File: src/hw/rtl/sca_pkg.sv
// Shared constants, types and status codes for the slab chunk allocator.
// Used by sca_div and slab_chunk_allocator; depends on nothing else.
`timescale 1ns / 1ps

package sca_pkg;

  localparam int MEM_BYTES       = 4096;
  localparam int SLAB_COUNT      = 8;
  localparam int MIN_CHUNK_BYTES = 8;

  localparam int SLAB_BYTES = MEM_BYTES / SLAB_COUNT;
  localparam int MAX_CHUNKS = SLAB_BYTES / MIN_CHUNK_BYTES;
  localparam int LINK_DEPTH = SLAB_COUNT * MAX_CHUNKS;

  localparam int OP_W       = 1;
  localparam int REQ_W      = 16;
  localparam int OFF_W      = 12;
  localparam int ST_W       = 3;
  localparam int OUT_SLAB_W = 3;

  localparam int SLAB_W  = (SLAB_COUNT > 1) ? $clog2(SLAB_COUNT) : 1;
  localparam int SIZE_W  = $clog2(SLAB_BYTES + 1);
  localparam int CNT_W   = $clog2(MAX_CHUNKS + 1);
  localparam int REL_W   = $clog2(SLAB_BYTES);
  localparam int LINK_AW = (LINK_DEPTH > 1) ? $clog2(LINK_DEPTH) : 1;
  localparam int MEM_W   = $clog2(MEM_BYTES + 1);
  localparam int ADDR_W  = (MEM_W > OFF_W) ? MEM_W : OFF_W;
  localparam int PROD_W  = CNT_W + SIZE_W;
  localparam int DCNT_W  = $clog2(REL_W + 1);

  localparam logic [OP_W-1:0] OP_ALLOC = 1'b0;
  localparam logic [OP_W-1:0] OP_FREE  = 1'b1;

  typedef enum logic [ST_W-1:0] {
    ST_OK         = 3'd0,
    ST_EXHAUSTED  = 3'd1,
    ST_NO_SLAB    = 3'd2,
    ST_BAD_SIZE   = 3'd3,
    ST_BAD_OFFSET = 3'd4
  } status_t;

  typedef struct packed {
    logic [SIZE_W-1:0] size;
    logic [CNT_W-1:0]  fresh;
    logic [CNT_W-1:0]  head;
  } slab_ent_t;

  typedef struct packed {
    logic              start;
    logic [REL_W-1:0]  dividend;
    logic [SIZE_W-1:0] divisor;
  } div_req_t;

  typedef struct packed {
    logic              done;
    logic [REL_W-1:0]  quo;
    logic [SIZE_W-1:0] rem;
  } div_res_t;

endpackage

File: src/hw/rtl/sca_div.sv
// Restoring divider, one quotient bit per cycle, for offset-in-slab by chunk size.
// Depends on sca_pkg for widths and the request and result structs.
`timescale 1ns / 1ps

module sca_div
  import sca_pkg::*;
(
  input  logic     clk,
  input  logic     rst_n,
  input  div_req_t req,
  output div_res_t res
);

  logic              busy_r;
  logic              done_r;
  logic [DCNT_W-1:0] cnt_r;
  logic [REL_W-1:0]  quo_r;
  logic [SIZE_W-1:0] rem_r;
  logic [SIZE_W-1:0] dvs_r;
  logic [SIZE_W:0]   trial;
  logic              take;
  logic [SIZE_W-1:0] rem_step;

  always_comb begin
    trial    = {rem_r, quo_r[REL_W-1]};
    take     = (trial >= {1'b0, dvs_r});
    rem_step = take ? SIZE_W'(trial - {1'b0, dvs_r}) : trial[SIZE_W-1:0];
  end

  always_ff @(posedge clk) begin
    if (!rst_n) begin
      busy_r <= 1'b0;
      done_r <= 1'b0;
      cnt_r  <= '0;
    end else begin
      done_r <= busy_r && !req.start && (cnt_r == DCNT_W'(1));
      if (req.start) begin
        busy_r <= 1'b1;
        cnt_r  <= DCNT_W'(REL_W);
        quo_r  <= req.dividend;
        rem_r  <= '0;
        dvs_r  <= req.divisor;
      end else if (busy_r) begin
        rem_r <= rem_step;
        quo_r <= {quo_r[REL_W-2:0], take};
        cnt_r <= cnt_r - DCNT_W'(1);
        if (cnt_r == DCNT_W'(1)) begin
          busy_r <= 1'b0;
        end
      end
    end
  end

  assign res.done = done_r;
  assign res.quo  = quo_r;
  assign res.rem  = rem_r;

endmodule

File: src/hw/rtl/slab_chunk_allocator.sv
// Slab chunk allocator top level: slab table and chunk link memories with the sequencer.
// Depends on sca_pkg and instantiates sca_div.
`timescale 1ns / 1ps

// One word in, one word out, one word at a time. An allocate scans the slab table
// one entry per cycle, looking at 1 to SLAB_COUNT slabs. A free walks the slabs to find
// its own, one per cycle, then divides the in-slab offset by the chunk size one bit per
// cycle. A bad size is answered without a scan. A finished result sits in the output
// register so the next word can be accepted before the result is taken.

module slab_chunk_allocator
  import sca_pkg::*;
(
  input  logic                  clk,
  input  logic                  rst_n,
  input  logic                  in_valid,
  output logic                  in_ready,
  input  logic [OP_W-1:0]       in_opcode,
  input  logic [REQ_W-1:0]      in_request_size,
  input  logic [OFF_W-1:0]      in_chunk_offset,
  output logic                  out_valid,
  input  logic                  out_ready,
  output logic [ST_W-1:0]       out_status,
  output logic [OFF_W-1:0]      out_result_offset,
  output logic [OUT_SLAB_W-1:0] out_slab_number
);

  typedef enum logic [3:0] {
    S_IDLE, S_SCAN, S_TAKE, S_LINK, S_FRESH, S_MUL, S_ADDR,
    S_FMAP, S_FSLAB, S_FDIV, S_EMIT
  } state_t;

  localparam logic [SLAB_W-1:0] LAST_SLAB = SLAB_W'(SLAB_COUNT - 1);
  localparam logic [CNT_W-1:0]  EMPTY     = CNT_W'(MAX_CHUNKS);

  state_t             st_r;
  logic [SIZE_W-1:0]  req_size_r;
  logic [OFF_W-1:0]   off_r;
  logic [SLAB_W-1:0]  s_r;
  logic [ADDR_W-1:0]  base_r;
  logic [REL_W-1:0]   rel_r;
  slab_ent_t          ent_r;
  logic [CNT_W-1:0]   idx_r;
  logic [PROD_W-1:0]  prod_r;
  status_t            rs_status_r;
  logic [OFF_W-1:0]   rs_off_r;
  logic               slab_wr_r;
  logic               out_valid_r;
  status_t            out_status_r;
  logic [OFF_W-1:0]   out_off_r;
  logic [OUT_SLAB_W-1:0] out_slab_r;

  slab_ent_t          slab_mem [SLAB_COUNT];
  logic [SLAB_COUNT-1:0] slab_vld_r;
  slab_ent_t          slab_q_r;
  logic               slab_q_vld_r;
  logic [SLAB_W-1:0]  slab_rd_addr;
  logic               slab_we;

  logic [CNT_W-1:0]   link_mem [LINK_DEPTH];
  logic [CNT_W-1:0]   link_q_r;
  logic               link_re;
  logic [LINK_AW-1:0] link_rd_addr;
  logic               link_we;
  logic [LINK_AW-1:0] link_wr_addr;

  slab_ent_t          eff;
  logic               out_free;
  logic               bad_size;
  logic               free_ok;
  logic [ADDR_W:0]    slab_top;
  div_req_t           div_req;
  div_res_t           div_res;

  sca_div u_div (
    .clk   (clk),
    .rst_n (rst_n),
    .req   (div_req),
    .res   (div_res)
  );

  always_comb begin
    eff = slab_q_vld_r ? slab_q_r : '{size: '0, fresh: '0, head: EMPTY};
    out_free = !out_valid_r || out_ready;
    bad_size = (in_request_size == '0)
            || (32'(in_request_size) < 32'(MIN_CHUNK_BYTES))
            || (32'(in_request_size) > 32'(SLAB_BYTES));
    slab_top = (ADDR_W+1)'(base_r) + (ADDR_W+1)'(SLAB_BYTES);
    free_ok  = (div_res.rem == '0)
            && ((SIZE_W+1)'(rel_r) + (SIZE_W+1)'(ent_r.size) <= (SIZE_W+1)'(SLAB_BYTES))
            && (32'(div_res.quo) < 32'(MAX_CHUNKS));

    unique case (st_r)
      S_SCAN:  slab_rd_addr = (s_r == LAST_SLAB) ? s_r : s_r + SLAB_W'(1);
      S_FMAP:  slab_rd_addr = s_r;
      default: slab_rd_addr = '0;
    endcase
    slab_we = (st_r == S_EMIT) && out_free && slab_wr_r;

    link_re      = (st_r == S_TAKE) && (ent_r.head < EMPTY);
    link_rd_addr = LINK_AW'(LINK_AW'(s_r) * LINK_AW'(MAX_CHUNKS) + LINK_AW'(ent_r.head));
    link_we      = (st_r == S_FDIV) && div_res.done && free_ok;
    link_wr_addr = LINK_AW'(LINK_AW'(s_r) * LINK_AW'(MAX_CHUNKS) + LINK_AW'(div_res.quo));

    div_req.start    = (st_r == S_FSLAB) && (eff.size != '0);
    div_req.dividend = rel_r;
    div_req.divisor  = eff.size;
  end

  always_ff @(posedge clk) begin
    slab_q_r <= slab_mem[slab_rd_addr];
    if (slab_we) begin
      slab_mem[s_r] <= ent_r;
    end
  end

  always_ff @(posedge clk) begin
    if (!rst_n) begin
      slab_vld_r   <= '0;
      slab_q_vld_r <= 1'b0;
    end else begin
      slab_q_vld_r <= slab_vld_r[slab_rd_addr];
      if (slab_we) begin
        slab_vld_r[s_r] <= 1'b1;
      end
    end
  end

  always_ff @(posedge clk) begin
    if (link_re) begin
      link_q_r <= link_mem[link_rd_addr];
    end
    if (link_we) begin
      link_mem[link_wr_addr] <= ent_r.head;
    end
  end

  always_ff @(posedge clk) begin
    if (!rst_n) begin
      st_r        <= S_IDLE;
      out_valid_r <= 1'b0;
      slab_wr_r   <= 1'b0;
    end else begin
      if ((st_r == S_EMIT) && out_free) begin
        out_valid_r <= 1'b1;
      end else if (out_ready) begin
        out_valid_r <= 1'b0;
      end
      unique case (st_r)
        S_IDLE: begin
          if (in_valid) begin
            s_r       <= '0;
            base_r    <= '0;
            off_r     <= in_chunk_offset;
            rs_off_r  <= '0;
            slab_wr_r <= 1'b0;
            if (in_opcode == OP_ALLOC) begin
              req_size_r <= SIZE_W'(in_request_size);
              if (bad_size) begin
                rs_status_r <= ST_BAD_SIZE;
                st_r        <= S_EMIT;
              end else begin
                st_r <= S_SCAN;
              end
            end else if (32'(in_chunk_offset) >= 32'(MEM_BYTES)) begin
              rs_status_r <= ST_BAD_OFFSET;
              st_r        <= S_EMIT;
            end else begin
              st_r <= S_FMAP;
            end
          end
        end
        S_SCAN: begin
          if (eff.size == req_size_r) begin
            ent_r <= eff;
            st_r  <= S_TAKE;
          end else if (eff.size == '0) begin
            ent_r <= '{size: req_size_r, fresh: '0, head: EMPTY};
            st_r  <= S_TAKE;
          end else if (s_r == LAST_SLAB) begin
            s_r         <= '0;
            rs_status_r <= ST_NO_SLAB;
            st_r        <= S_EMIT;
          end else begin
            s_r <= s_r + SLAB_W'(1);
          end
        end
        S_TAKE: begin
          slab_wr_r <= 1'b1;
          if (ent_r.head < EMPTY) begin
            idx_r <= ent_r.head;
            st_r  <= S_LINK;
          end else begin
            idx_r  <= ent_r.fresh;
            prod_r <= PROD_W'(PROD_W'(ent_r.fresh) + PROD_W'(1)) * PROD_W'(ent_r.size);
            st_r   <= S_FRESH;
          end
        end
        S_LINK: begin
          ent_r.head <= (link_q_r > EMPTY) ? EMPTY : link_q_r;
          st_r       <= S_MUL;
        end
        S_FRESH: begin
          if (prod_r <= PROD_W'(SLAB_BYTES)) begin
            ent_r.fresh <= ent_r.fresh + CNT_W'(1);
            st_r        <= S_MUL;
          end else begin
            rs_status_r <= ST_EXHAUSTED;
            st_r        <= S_EMIT;
          end
        end
        S_MUL: begin
          prod_r <= PROD_W'(idx_r) * PROD_W'(ent_r.size);
          base_r <= ADDR_W'(ADDR_W'(s_r) * ADDR_W'(SLAB_BYTES));
          st_r   <= S_ADDR;
        end
        S_ADDR: begin
          rs_off_r    <= OFF_W'(base_r + ADDR_W'(prod_r));
          rs_status_r <= ST_OK;
          st_r        <= S_EMIT;
        end
        S_FMAP: begin
          if ((ADDR_W+1)'(off_r) >= slab_top) begin
            if (s_r == LAST_SLAB) begin
              s_r         <= '0;
              rs_status_r <= ST_BAD_OFFSET;
              st_r        <= S_EMIT;
            end else begin
              s_r    <= s_r + SLAB_W'(1);
              base_r <= ADDR_W'(slab_top);
            end
          end else begin
            rel_r <= REL_W'(ADDR_W'(off_r) - base_r);
            st_r  <= S_FSLAB;
          end
        end
        S_FSLAB: begin
          ent_r <= eff;
          if (eff.size == '0) begin
            rs_status_r <= ST_BAD_OFFSET;
            st_r        <= S_EMIT;
          end else begin
            st_r <= S_FDIV;
          end
        end
        S_FDIV: begin
          if (div_res.done) begin
            if (free_ok) begin
              ent_r.head  <= CNT_W'(div_res.quo);
              slab_wr_r   <= 1'b1;
              rs_status_r <= ST_OK;
            end else begin
              rs_status_r <= ST_BAD_OFFSET;
            end
            st_r <= S_EMIT;
          end
        end
        S_EMIT: begin
          if (out_free) begin
            out_status_r <= rs_status_r;
            out_off_r    <= rs_off_r;
            out_slab_r   <= OUT_SLAB_W'(s_r);
            st_r         <= S_IDLE;
          end
        end
        default: st_r <= S_IDLE;
      endcase
    end
  end

  assign in_ready          = (st_r == S_IDLE);
  assign out_valid         = out_valid_r;
  assign out_status        = out_status_r;
  assign out_result_offset = out_off_r;
  assign out_slab_number   = out_slab_r;

endmodule

File: config.mk
export PLATFORM = sky130hd
export DESIGN_NAME = slab_chunk_allocator
export DESIGN_NICKNAME = d
export VERILOG_FILES = /design/src/hw/rtl/sca_pkg.sv /design/src/hw/rtl/sca_div.sv /design/src/hw/rtl/slab_chunk_allocator.sv
export SDC_FILE = /design/constraint.sdc
export NUM_CORES = 2
export LEC_CHECK = 0
export BUFFER_PORTS_ARGS = -buffer_cell sky130_fd_sc_hd__buf_2
export CORE_MARGIN = 4
export CORE_UTILIZATION = 63
export DETAILED_ROUTE_END_ITERATION = 12
export HOLD_SLACK_MARGIN = 0.05
export PLACE_DENSITY = 0.79
export SLEW_MARGIN = 25
export SYNTH_ARGS = -nofsm -noshare
export SYNTH_HDL_FRONTEND = slang
export SYNTH_HIERARCHICAL = 1
export SYNTH_SLANG_ARGS = --single-unit
File: constraint.sdc
create_clock -name clk -period 10.1 [get_ports clk]
set_input_delay 0.505 -clock clk [delete_from_list [all_inputs] [get_ports clk]]
set_output_delay 0.505 -clock clk [all_outputs]
set_load 0.05 [all_outputs]
==> summary.md <==
| Metric | Value |
|---|---|
| Status | `finished clean` |
| GP Congestion | `0.886` |
| Die W | `513 microns` |
| Final-report max-slew violation count | `0` |
| H-tree levels | `5` |
| Clk root buf | `clkbuf_16` |
| Final Cell Area | `179000 sq um` |
| YS warnings | `6` |
| Port Buf Inserts | `52` |
| Die ar. | `263000 sq um` |
| I/O Pins | `53` |
| Worst-skew pair later-pin latency | `1.01 ns` |
| Post-route setup TNS | `0 ns` |
| Fmax | `152 MHz` |
| RSZ-0062 raised after global routing | `no` |
| GRT Overall Usage | `0.302` |
| Area Overhead vs Synth | `11.3%` |
| Ys flop type | `edfxtp_1` |
| Avg Inst Size Synth | `19.4 sq um` |
| Async S/R FF share, synth | `0` |
| Via Count | `85200` |
| Row count | `185` |
| CTS tree | `yes` |
| Synth Instances | `8269` |
| #FFs+latches synth | `3976` |
| Cell Area, Synth | `161000 sq um` |
| Max clock buf depth | `4` |
| WL/cell | `33.2 microns` |
| Clock Sinks | `3976` |
| Ratio of cells with drive above 1 in the final layout | `0.256` |
| Vias in the first global route | `85100` |
| HPWL Detailed | `212000 microns` |
| Net count, final | `8549` |
| Req. time, crit path | `10.68 ns` |
| Distinct cells, synth | `79` |
| Antenna-violating nets left | `0` |
| MaxCap Viol Count | `0` |
| Post-CTS setup buffer count | `0` |
| CP arrival | `7.15 ns` |
| EDFF count, synth | `3931` |
| Critical Path End Type | `register` |
| Pin count of the biggest net entering global routing | `228` |
| Syn nets | `8496` |
| Register area share after synthesis | `0.741` |
| Drt pass-1 iters | `9` |
| Crit share post-route | `0.650` |
| Area post-placement | `165000 sq um` |
| CTS clock-pin slew for the worst setup and hold paths | `0.07 ns` |
| Post-CTS Hold Buffers | `29` |
| Power density cells | `239 nW/um^2` |
| Post-CTS Resized | `0` |
| Hold slack final | `0.213 ns` |
| Initial Util | `0.633` |
| Vias per inst | `7.11` |
| Max Fanout on Critical Path | `33` |
| Skew final | `0.0597 ns` |
| Period minus WS final | `6.57 ns` |
| CTS Buf Count | `386` |
| Setup Crit Path Kind | `reg -> reg` |
| Initial DRC Count | `14000` |
| Initial antenna violation count | `11` |
| Tightest Pin Transition | `1.19 ns` |
| Worst IR Drop VDD | `0.000379 V` |
| Final Hold Fails | `0` |
| DRC viols | `0` |
| DRT Wirelength | `397000 microns` |
| Startpoint types | `register` |
| Grt ovf | `0` |
| Core area | `254000 sq um` |
| Slew Limit Headroom | `0.206` |
| Die height | `513 microns` |
| Min-delay worst type | `in -> reg` |
| Leakage power | `0.0557 uW` |
| Setup violators final | `0` |
| First-pass GRT wire length | `586000 microns` |
==> kinds of logic after synthesis <==
family / Yosys count / synth area share
compound gates: 697 / 0.0312
fa+ha+maj: 194 / 0.0193
mux: 1177 / 0.144
simple gates: 1458 / 0.0439
buf+inv: 711 / 0.0178
flops: 3976 / 0.741
xor+xnor: 56 / 0.00305
==> flip-flops by register name, indices dropped and copies added (netlist names), 12 cells and up <==
name               count
slab_q_r              24
out_result_offset     12
prod_r                17
slab_mem             192
ent_r                 24
rs_off_r              12
link_mem            3584
off_r                 12
==> critical path: stages, from the launching register on <==
cell and delay, ns:
edfxtp_1 0.88, inv_1 0.35, fa_1 0.52, nand2b_1 0.19, a21oi_1 0.20, mux2i_1 0.23, nand4_1 0.16, o41a_1 0.47
o22ai_2 0.68, nand4_4 0.94, buf_4 0.63, nor3_1 0.86
==> per-stage QoR <==
step,worst slack [ns],std cells,total power (uW),utilization
6_report,3.53,12000,42800,0.704
5_1_grt,3.28,12000,44300,0.704
3_3_place_gp,3.84,11300,28700,0.648
4_1_cts,3.74,12000,42700,0.697
2_1_floorplan,0.792,8269,26300,-
3_5_place_dp,3.83,11300,28900,0.648
==> layout by cell type, fill, tap and decap left out, types with 18 or more instances in the layout <==
cell / count
a211oi_1: 18
a21o_1: 18
a21oi_1: 59
a221oi_1: 79
a22oi_1: 24
and2_1: 84
buf_12: 23
buf_2: 52
buf_4: 108
bufinv_16: 30
clkbuf_1: 81
clkbuf_16: 392
clkinv_1: 55
clkinv_2: 74
clkinvlp_4: 22
dfxtp_1: 45
dlygate4sd3_1: 29
edfxtp_1: 3931
fa_1: 90
ha_1: 103
inv_1: 141
mux2_2: 133
mux2i_1: 146
mux4_2: 896
nand2_1: 390
nand2b_1: 25
nand3_1: 158
nor2_1: 101
nor2b_1: 36
nor3_1: 197
nor3_2: 345
nor4_1: 18
o21a_1: 19
o21ai_0: 162
o221ai_1: 83
o22a_1: 66
o22ai_1: 53
xnor2_1: 38
xor2_1: 18
==> layout make-up <==
cell class              instances  area, sq um
diodes                          8         20.0
clock buffers                 476        10200
clock inverters               198         1820
fillers                     14200        75200
inverters                     143          544
multi-input cells            3582        40900
flip-flops and latches       3976       119000
well taps                    3366         4210
repair buffers                233         2140
==> layer usage <==
layer,GRT usage,vias to the layer above,wire (microns)
met1,0.422,43800,140000
met3,0.0682,967,45800
li1,-,34000,-
met5,0,-,28
met2,0.475,6356,195000
met4,0.113,4,16300
==> report_power, final <==
group	switching (uW)	internal (uW)
clock	6110	7890
combinational	5920	3560
sequential	231	19100
==> synthesized netlist by cell type, types with 111 or more instances <==
cell type | count | area [sq um]
nand2_1 | 401 | 1510
mux2_2 | 133 | 1500
nor2_1 | 111 | 417
inv_1 | 141 | 529
edfxtp_1 | 3931 | 118000
mux4_2 | 896 | 20200
mux2i_1 | 146 | 1460
nand3_1 | 165 | 826
o21ai_0 | 162 | 811
clkbuf_1 | 411 | 1540
nor3_1 | 542 | 2710
==> worst paths after layout <==
check | start | end | slack, ns | depth (start not counted)
worst max register to register | ent_r[15] | link_mem[206][5] | 3.53 | 11
worst max-delay path | ent_r[15] | link_mem[206][5] | 3.53 | 11
worst min-delay path | in_request_size[14] | st_r[1] | 0.21 | 6
worst min register to register | rs_off_r[11] | out_result_offset[11] | 0.42 | 0
(Power assumes the default switching activity.)
